## src/hdl/llc_pkg.sv

```systemverilog
// Package for the link frame sequencer: transaction payload types, state type and codes.
// Used by every module under hdl; depends on nothing.
`default_nettype none

package llc_pkg;

  // Operation codes
  localparam logic [1:0] OP_START = 2'd0;
  localparam logic [1:0] OP_FRAME = 2'd1;
  localparam logic [1:0] OP_TXFAIL = 2'd2;
  localparam logic [1:0] OP_CLEAR = 2'd3;

  // Command kinds
  localparam logic [1:0] KIND_NORMAL = 2'd0;
  localparam logic [1:0] KIND_COND = 2'd1;
  localparam logic [1:0] KIND_EVENT = 2'd2;
  localparam logic [1:0] KIND_WAIT = 2'd3;

  // Request kinds
  localparam logic [1:0] REQ_IFRAME = 2'd0;
  localparam logic [1:0] REQ_RESET = 2'd1;

  // Result actions
  localparam logic [1:0] ACT_TX = 2'd0;
  localparam logic [1:0] ACT_OK = 2'd1;
  localparam logic [1:0] ACT_ERR = 2'd2;

  // Result status codes
  localparam logic [2:0] ST_OK = 3'd0;
  localparam logic [2:0] ST_BAD_REQ = 3'd1;
  localparam logic [2:0] ST_SEND_FAIL = 3'd2;
  localparam logic [2:0] ST_CRC_ERR = 3'd3;
  localparam logic [2:0] ST_BAD_FRAME = 3'd4;
  localparam logic [2:0] ST_RETRIES = 3'd5;

  // Control byte classification
  localparam logic [7:0] HDR_MASK_I = 8'hC0;
  localparam logic [7:0] HDR_I = 8'h80;
  localparam logic [7:0] HDR_MASK_SU = 8'hE0;
  localparam logic [7:0] HDR_S = 8'hC0;
  localparam logic [7:0] HDR_U = 8'hE0;
  localparam logic [7:0] HDR_RESET = 8'hF9;
  localparam logic [4:0] HDR_RR_TOP = 5'b11000;

  // Supervisory frame types (header bits 4:3)
  localparam logic [1:0] S_RR = 2'd0;
  localparam logic [1:0] S_REJ = 2'd1;
  localparam logic [1:0] S_RNR = 2'd2;

  localparam logic [2:0] AttemptLimitReset = 3'd3;
  localparam int unsigned ResFifoDepth = 4;

  typedef struct packed {
    logic [1:0] operation;
    logic [1:0] command_kind;
    logic [1:0] request_kind;
    logic [7:0] rx_header;
    logic       rx_crc_ok;
  } in_item_t;

  typedef struct packed {
    logic [1:0] action;
    logic [7:0] tx_header;
    logic       tx_with_payload;
    logic [2:0] status;
    logic [2:0] seq_send;
    logic [2:0] seq_recv;
    logic       last;
  } res_item_t;

  typedef struct packed {
    logic [2:0] send_seq;
    logic [2:0] recv_seq;
    logic [2:0] attempts;
    logic       busy;
    logic [7:0] saved_header;
    logic [1:0] saved_kind;
    logic       resend_pending;
  } llc_state_t;

  // Up to two results pushed into the result queue per item
  typedef struct packed {
    logic [1:0] cnt;
    res_item_t  d0;
    res_item_t  d1;
  } res_push_t;

endpackage

`default_nettype wire

```

## src/hdl/llc_link_frame_sequencer.sv

```systemverilog
// Path: an item is registered in in_q, then its results are written into the result queue;
// the first result is offered from there. A queue without room for two results holds the item in in_q.
// Throughput: one item per cycle while the queue has room for two results; the output
// side drains one result per cycle while out_ready_i is high, pacing two-result items.
// Reset: asynchronous, active low; sequence numbers, attempts and queue clear, limit is 3.
// Top level of the link frame sequencer; uses llc_pkg, llc_step and llc_res_fifo.
`default_nettype none

module llc_link_frame_sequencer import llc_pkg::*; #(
  parameter int unsigned ResDepth = ResFifoDepth
) (
  input  wire logic       clk_i,
  input  wire logic       rst_ni,
  input  wire logic       in_valid_i,
  output logic            in_ready_o,
  input  wire in_item_t   in_data_i,
  output logic            out_valid_o,
  input  wire logic       out_ready_i,
  output res_item_t       out_data_o,
  input  wire logic       cfg_valid_i,
  output logic            cfg_ready_o,
  input  wire logic [2:0] cfg_data_i
);

  in_item_t   in_q;
  logic       in_valid_q;
  llc_state_t st_q, st_d;
  logic [2:0] limit_q;
  res_push_t  step_push, push;
  logic       space2, consume;

  assign consume = in_valid_q && space2;
  assign in_ready_o = !in_valid_q || consume;
  assign cfg_ready_o = 1'b1;

  llc_step u_step (
    .item_i (in_q),
    .st_i   (st_q),
    .limit_i(limit_q),
    .st_o   (st_d),
    .push_o (step_push)
  );

  always_comb begin
    push = step_push;
    if (!consume) push.cnt = 2'd0;
  end

  llc_res_fifo #(.Depth(ResDepth)) u_fifo (
    .clk_i      (clk_i),
    .rst_ni     (rst_ni),
    .push_i     (push),
    .space2_o   (space2),
    .out_valid_o(out_valid_o),
    .out_ready_i(out_ready_i),
    .out_data_o (out_data_o)
  );

  always_ff @(posedge clk_i or negedge rst_ni) begin
    if (!rst_ni) begin
      in_valid_q <= 1'b0;
      limit_q <= AttemptLimitReset;
      st_q <= '{send_seq: '0, recv_seq: '0, attempts: '0, busy: 1'b0,
                saved_header: '0, saved_kind: '0, resend_pending: 1'b1};
    end else begin
      if (in_ready_o) in_valid_q <= in_valid_i;
      if (cfg_valid_i) limit_q <= cfg_data_i;
      if (consume) st_q <= st_d;
    end
  end

  always_ff @(posedge clk_i) begin
    if (in_valid_i && in_ready_o) in_q <= in_data_i;
  end

endmodule

`default_nettype wire

```

## src/hdl/llc_step.sv

```systemverilog
// Combinational step logic: next protocol state and up to two results for one item.
// Depends on llc_pkg.
`default_nettype none

module llc_step import llc_pkg::*; (
  input  wire in_item_t   item_i,
  input  wire llc_state_t st_i,
  input  wire logic [2:0] limit_i,
  output llc_state_t      st_o,
  output res_push_t       push_o
);

  logic [7:0] hdr;
  logic [2:0] att;
  logic       count_attempt;
  logic [1:0] n;
  res_item_t  r0;
  res_item_t  r1;

  always_comb begin
    st_o = st_i;
    n = 2'd0;
    r0 = '0;
    r1 = '0;
    hdr = '0;
    att = '0;
    count_attempt = 1'b0;

    case (item_i.operation)
      OP_START: begin
        st_o.busy = 1'b0;
        if (item_i.command_kind != KIND_WAIT && item_i.request_kind != REQ_IFRAME &&
            item_i.request_kind != REQ_RESET) begin
          n = 2'd1;
          r0.action = ACT_ERR;
          r0.status = ST_BAD_REQ;
        end else begin
          if (item_i.command_kind != KIND_WAIT) begin
            if (item_i.request_kind == REQ_IFRAME) begin
              hdr = {2'b10, st_i.send_seq, st_i.recv_seq};
              st_o.send_seq = st_i.send_seq + 3'd1;
            end else begin
              hdr = HDR_RESET;
            end
            n = 2'd1;
            r0.action = ACT_TX;
            r0.tx_header = hdr;
            r0.tx_with_payload = 1'b1;
          end
          st_o.busy = 1'b1;
          st_o.attempts = '0;
          st_o.saved_kind = item_i.command_kind;
          st_o.saved_header = hdr;
          st_o.resend_pending = 1'b1;
        end
      end
      OP_FRAME: begin
        if (st_i.busy) begin
          if (!item_i.rx_crc_ok) begin
            n = 2'd1;
            r0.action = ACT_ERR;
            r0.status = ST_CRC_ERR;
            st_o.busy = 1'b0;
          end else if ((item_i.rx_header & HDR_MASK_I) == HDR_I) begin
            if (item_i.rx_header[5:3] == st_i.recv_seq) begin
              // in-sequence I-frame: ack with RR, then done
              st_o.recv_seq = item_i.rx_header[5:3] + 3'd1;
              st_o.send_seq = item_i.rx_header[2:0];
              st_o.busy = 1'b0;
              n = 2'd2;
              r0.action = ACT_TX;
              r0.tx_header = {HDR_RR_TOP, st_o.recv_seq};
              r1.action = ACT_OK;
            end else begin
              st_o.resend_pending = 1'b1;
              count_attempt = 1'b1;
            end
          end else if ((item_i.rx_header & HDR_MASK_SU) == HDR_S) begin
            case (item_i.rx_header[4:3])
              S_RR: begin
                st_o.send_seq = item_i.rx_header[2:0];
                if (st_i.saved_kind == KIND_EVENT) begin
                  n = 2'd1;
                  r0.action = ACT_OK;
                  st_o.busy = 1'b0;
                end else begin
                  st_o.resend_pending = 1'b0;
                  count_attempt = 1'b1;
                end
              end
              S_REJ, S_RNR: begin
                st_o.resend_pending = 1'b1;
                count_attempt = 1'b1;
              end
              default: begin
                // SREJ is not supported
                n = 2'd1;
                r0.action = ACT_ERR;
                r0.status = ST_BAD_FRAME;
                st_o.busy = 1'b0;
              end
            endcase
          end else if ((item_i.rx_header & HDR_MASK_SU) == HDR_U) begin
            n = 2'd1;
            r0.action = ACT_OK;
            st_o.busy = 1'b0;
          end else begin
            n = 2'd1;
            r0.action = ACT_ERR;
            r0.status = ST_BAD_FRAME;
            st_o.busy = 1'b0;
          end
        end
      end
      OP_TXFAIL: begin
        if (st_i.busy) begin
          n = 2'd1;
          r0.action = ACT_ERR;
          r0.status = ST_SEND_FAIL;
          st_o.busy = 1'b0;
        end
      end
      default: begin
        st_o.send_seq = '0;
        st_o.recv_seq = '0;
      end
    endcase

    if (count_attempt) begin
      att = st_i.attempts + 3'd1;
      st_o.attempts = att;
      if (att >= limit_i) begin
        n = 2'd1;
        r0.action = ACT_ERR;
        r0.status = ST_RETRIES;
        st_o.busy = 1'b0;
      end else if (st_o.resend_pending && st_i.saved_kind != KIND_WAIT) begin
        n = 2'd1;
        r0.action = ACT_TX;
        r0.tx_header = st_i.saved_header;
        r0.tx_with_payload = 1'b1;
      end
    end

    r0.seq_send = st_o.send_seq;
    r0.seq_recv = st_o.recv_seq;
    r0.last = (n == 2'd1);
    r1.seq_send = st_o.send_seq;
    r1.seq_recv = st_o.recv_seq;
    r1.last = 1'b1;

    push_o.cnt = n;
    push_o.d0 = r0;
    push_o.d1 = r1;
  end

endmodule

`default_nettype wire

```

## src/hdl/llc_res_fifo.sv

```systemverilog
// Result queue: takes up to two results per cycle, delivers one per transaction.
// Depends on llc_pkg.
`default_nettype none

module llc_res_fifo import llc_pkg::*; #(
  parameter int unsigned Depth = ResFifoDepth
) (
  input  wire logic      clk_i,
  input  wire logic      rst_ni,
  input  wire res_push_t push_i,
  output logic           space2_o,
  output logic           out_valid_o,
  input  wire logic      out_ready_i,
  output res_item_t      out_data_o
);

  localparam int unsigned PtrW = (Depth > 1) ? $clog2(Depth) : 1;
  localparam int unsigned CntW = $clog2(Depth + 1);
  localparam logic [PtrW-1:0] LastIdx = PtrW'(Depth - 1);
  localparam logic [CntW-1:0] MaxFill2 = CntW'(Depth - 2);

  res_item_t           mem_q [Depth];
  logic [PtrW-1:0]     wr_q, wr_d, rd_q, rd_d, wr_nx;
  logic [CntW-1:0]     cnt_q, cnt_d;
  logic                pop;

  function automatic logic [PtrW-1:0] inc(input logic [PtrW-1:0] p);
    inc = (p == LastIdx) ? '0 : p + PtrW'(1);
  endfunction

  assign wr_nx = inc(wr_q);
  assign pop = out_valid_o && out_ready_i;
  assign out_valid_o = (cnt_q != '0);
  assign out_data_o = mem_q[rd_q];
  assign space2_o = (cnt_q <= MaxFill2);

  always_comb begin
    wr_d = wr_q;
    if (push_i.cnt == 2'd1) wr_d = wr_nx;
    else if (push_i.cnt == 2'd2) wr_d = inc(wr_nx);
    rd_d = pop ? inc(rd_q) : rd_q;
    cnt_d = cnt_q + CntW'(push_i.cnt) - CntW'(pop);
  end

  always_ff @(posedge clk_i or negedge rst_ni) begin
    if (!rst_ni) begin
      wr_q <= '0;
      rd_q <= '0;
      cnt_q <= '0;
    end else begin
      wr_q <= wr_d;
      rd_q <= rd_d;
      cnt_q <= cnt_d;
    end
  end

  always_ff @(posedge clk_i) begin
    if (push_i.cnt != 2'd0) mem_q[wr_q] <= push_i.d0;
    if (push_i.cnt == 2'd2) mem_q[wr_nx] <= push_i.d1;
  end

endmodule

`default_nettype wire

```

## config.mk

```make
export PLATFORM = sky130hd
export DESIGN_NAME = llc_link_frame_sequencer
export DESIGN_NICKNAME = d
export VERILOG_FILES = /design/src/hdl/llc_pkg.sv /design/src/hdl/llc_link_frame_sequencer.sv /design/src/hdl/llc_step.sv /design/src/hdl/llc_res_fifo.sv
export SDC_FILE = /design/constraint.sdc
export NUM_CORES = 1
export LEC_CHECK = 0
export BUFFER_PORTS_ARGS = -buffer_cell sky130_fd_sc_hd__buf_2
export CAP_MARGIN = 15
export CORE_MARGIN = 8
export CORE_UTILIZATION = 41
export CTS_CLUSTER_SIZE = 24
export DETAILED_ROUTE_END_ITERATION = 7
export MAX_ROUTING_LAYER = met4
export PLACE_DENSITY = 0.69
export SYNTH_ARGS = -nofsm -noshare
export SYNTH_HDL_FRONTEND = slang
export SYNTH_HIERARCHICAL = 1
export SYNTH_SLANG_ARGS = --single-unit
```

## constraint.sdc

```tcl
create_clock -name clk_i -period 5.6 [get_ports clk_i]
set_input_delay 1.12 -clock clk_i [delete_from_list [all_inputs] [get_ports clk_i]]
set_output_delay 1.12 -clock clk_i [all_outputs]
set_load 0.005 [all_outputs]
```

==> impl_metrics.py <==
metrics = {
    "outcome": {
        "status": "completed",
    },
    "floorplanning": {
        "die_area_mm2": 0.0228,
        "core_area_mm2": 0.0179,
        "die_height_um": 151,
        "initial_core_util": 0.417,
        "die_w_um": 151,
        "fp-row-count": 49,
        "pin_count": 47,
    },
    "cts": {
        "clk_path_buf_depth": 2,
        "postCtsHoldBufs": 0,
        "cts_inserted_buffers": 17,
        "clk_latency_ns": 0.42,
        "cts.sinks": 131,
        "cts-resized-gates": 0,
        "cts_setup_buffers": 0,
        "h-tree-depth": 4,
        "clk_pin_slew_worst_paths_ns": 0.06,
        "cts_tree": "yes",
        "cts_root_buf": "clkbuf_16",
    },
    "routing": {
        "drc": 0,
        "drt_iter0_drc": 268,
        "postRouteAntennaNets": 0,
        "firstDrtPassIters": 5,
        "wire_per_inst_um": 19.2,
        "drt-vias-per-instance": 5.36,
        "wirelength_mm": 15.8,
        "vias": 4403,
    },
    "synthesis": {
        "synth.cell_area_mm2": 0.00746,
        "synthArstFlopShare": 0.244,
        "syn_area_per_cell_um2": 13.7,
        "synth_edf_count": 99,
        "synthCells": 543,
        "synthFlopType": "edfxtp_1",
        "synth-seq-area-share": 0.506,
        "ys_ff_latch": 131,
        "yosysWarnings": 6,
        "yosys.cell_types.count": 68,
        "synthTopCellsByArea": "edfxtp_1 40%, mux2_2 14%, dfrtp_1 9.7%, mux4_2 5.4%, mux2_4 4.0%",
        "synth_top_area_cell": "edfxtp_1",
        "synth_top_area_frac": 0.398,
    },
    "global_routing": {
        "grt_pass1_vias": 4692,
        "antenna_found_initial": 0,
        "grt_pass1_wl_mm": 25.2,
        "track_usage": 0.150,
        "overflow": 0,
        "grt_max_degree": 33,
    },
    "critical_path": {
        "end_kind": "register",
        "start_kind": "register",
        "worst-path-max-fanout": 22,
        "cp_slowest_stage_delay_ns": 0.74,
        "arrival_ns": 4.22,
        "path_cells": "ha_1 > nand4bb_1 > nor3b_1 > o21ai_1 > o211ai_1 > nand3_1 > and3_2 > inv_1 > ha_1 > nand2_1 > buf_4 > o21ai_2 > buf_16",
        "cpMostUsedCell": "ha_1",
        "crit_type": "register to register",
        "cp.required_ns": 5.72,
        "slowest_stage": "o211ai_1",
    },
    "sta": {
        "rsz0062_at_grt": "no",
        "setup_viol": 0,
        "fin_crit_sh": 0.732,
        "achievable-frequency_ghz": 0.244,
        "worstMarginPinSlew_ns": 1.05,
        "finalClockSkew_ns": 0.0120,
        "slew-limit-headroom": 0.302,
        "hold_viol": 0,
        "slew_viol_final": 0,
        "layout_min_cycle_time_ns": 4.10,
        "finalSetupTns_ns": 0,
    },
    "layout": {
        "n_antenna_cell": 0,
        "area_growth_pct": 12.3,
        "drive_above_1_share": 0.393,
        "finalNetCount": 627,
        "nFillCells": 1577,
        "post-route-util": 0.468,
    },
    "power_and_ir_drop": {
        "p_leak_nw": 3.46,
        "finalPower_mw": 3.64,
        "power_density_mw_per_mm2": 434,
        "vdd_drop_max_uv": 244,
    },
    "placement": {
        "place.port_buffers": 45,
        "gp_congestion": 0.933,
        "place_hpwl_mm": 11.3,
    },
    "hold_path": {
        "hp-class": "register to register",
    },
    "job": {
        "cap_violations": 0,
    },
}
## logic make-up (layout without fill, tap and decap cells)
| kind of cell | after synthesis | count (layout) | share of synthesized area |
|---|---|---|---|
| AO/OA/AOI/OAI | 70 | 70 | 0.0632 |
| XOR/XNOR | 6 | 6 | 0.00704 |
| adder cells (fa/ha/maj) | 24 | 24 | 0.0412 |
| buffers and inverters | 73 | 111 | 0.0607 |
| flip-flops | 131 | 131 | 0.506 |
| multiplexers | 135 | 135 | 0.247 |
| other | 3 | 15 | 0.00151 |
| AND/OR/NAND/NOR | 101 | 101 | 0.0738 |
## worst paths after layout
check / start / end / slack (ns) / cells past startpoint
setup reg to reg: in_q[4] / u_fifo/mem_q[2][14] / 1.50 / 13
min in group asynchronous: rst_ni / st_q[2] / 0.77 / 1
setup / recovery: in_q[4] / u_fifo/mem_q[2][14] / 1.50 / 13
max in group asynchronous: rst_ni / st_q[15] / 4.34 / 1
hold reg to reg: limit_q[2] / limit_q[2] / 0.51 / 1
hold / removal: limit_q[2] / limit_q[2] / 0.51 / 1
## flip-flops by register name, indices dropped and copies added (netlist names)
register and count:
u_fifo/mem_q 84, st_q 21, in_q 15, limit_q 3, u_fifo/cnt_q 3, u_fifo/rd_q 2
u_fifo/wr_q 2, in_valid_q 1
## stage by stage
stage	worst slack, ns	cells	cell area [um2]	hold slack (ns)
detailed placement	1.49	788	7770	0.500
floorplan	1.43	555	7510	0.481
global placement	1.54	786	7710	0.500
finish	1.50	822	8380	0.510
global route	1.27	822	8380	0.521
CTS	1.47	820	8350	0.517
## final cells by class
cell class                      count  area [um2]  area share
Clock buffer                       18         429      0.0512
Sequential cell                   131        3780       0.451
Tap cell                          229         287      0.0342
Timing Repair Buffer               54         348      0.0415
Clock inverter                     14         151      0.0181
Multi-Input combinational cell    351        3290       0.393
Inverter                           25        93.8      0.0112
## report_power, final
group	internal, mW	switching, mW	total, mW	leakage [nW]
sequential	1.24	0.172	1.41	1.33
clock	0.659	0.431	1.09	0.273
combinational	0.590	0.550	1.14	1.85
total	2.49	1.15	3.64	3.46
## cell usage in the layout (no fill, tap or decap), drive strengths merged, types with 3 or more instances in the layout
cell type  netlist  final
mux2           112    112
edfxtp          99     99
buf             45     54
nand2           34     34
inv             25     30
dfrtp           29     29
o21ai           25     25
ha              23     23
mux4            21     21
clkbuf           3     18
nor2            18     18
conb             3     15
a21oi           14     14
nand2b           7      7
nand3            5      5
o22ai            4      4
nor3             4      4
nor3b            4      4
a21o             4      4
nor2b            4      4
and3             4      4
clkinv           0      4
or2              4      4
and2             3      3
clkinvlp         0      3
dfstp            3      3
xnor2            3      3
xor2             3      3
a22o             3      3
a32o             3      3
o31ai            3      3
## worst max-delay path, delay by kind of cell, from the launching register on
| family | cells | cell delay (ns) |
|---|---|---|
| AND/OR/NAND/NOR | 5 | 1.20 |
| AO/OA/AOI/OAI | 3 | 1.11 |
| buffers and inverters | 3 | 0.55 |
| adder cells (fa/ha/maj) | 2 | 0.47 |
| flip-flops | 1 | 0.47 |
## layer usage
layer	wire, um	global-route usage
met3	918	0.0430
met1	6740	0.174
met2	7720	0.237
met4	439	0.0698
met5	0	-
## cells in the mapped netlist, types with 4 or more instances
library cell and count:
mux4_2 18, edfxtp_1 99, nor3b_1 4, o21ai_0 15, a21o_1 4, nand2b_1 7
nand2_1 33, inv_1 25, buf_2 12, mux2_4 20, o21ai_1 10, nor2b_1 4
nor3_1 4, mux2_2 92, nand3_1 5, buf_6 4, buf_4 27, ha_1 23
a21oi_1 13, o22ai_1 4, dfrtp_1 29, nor2_1 16
Note: power is estimated with default switching activity, not from simulation.
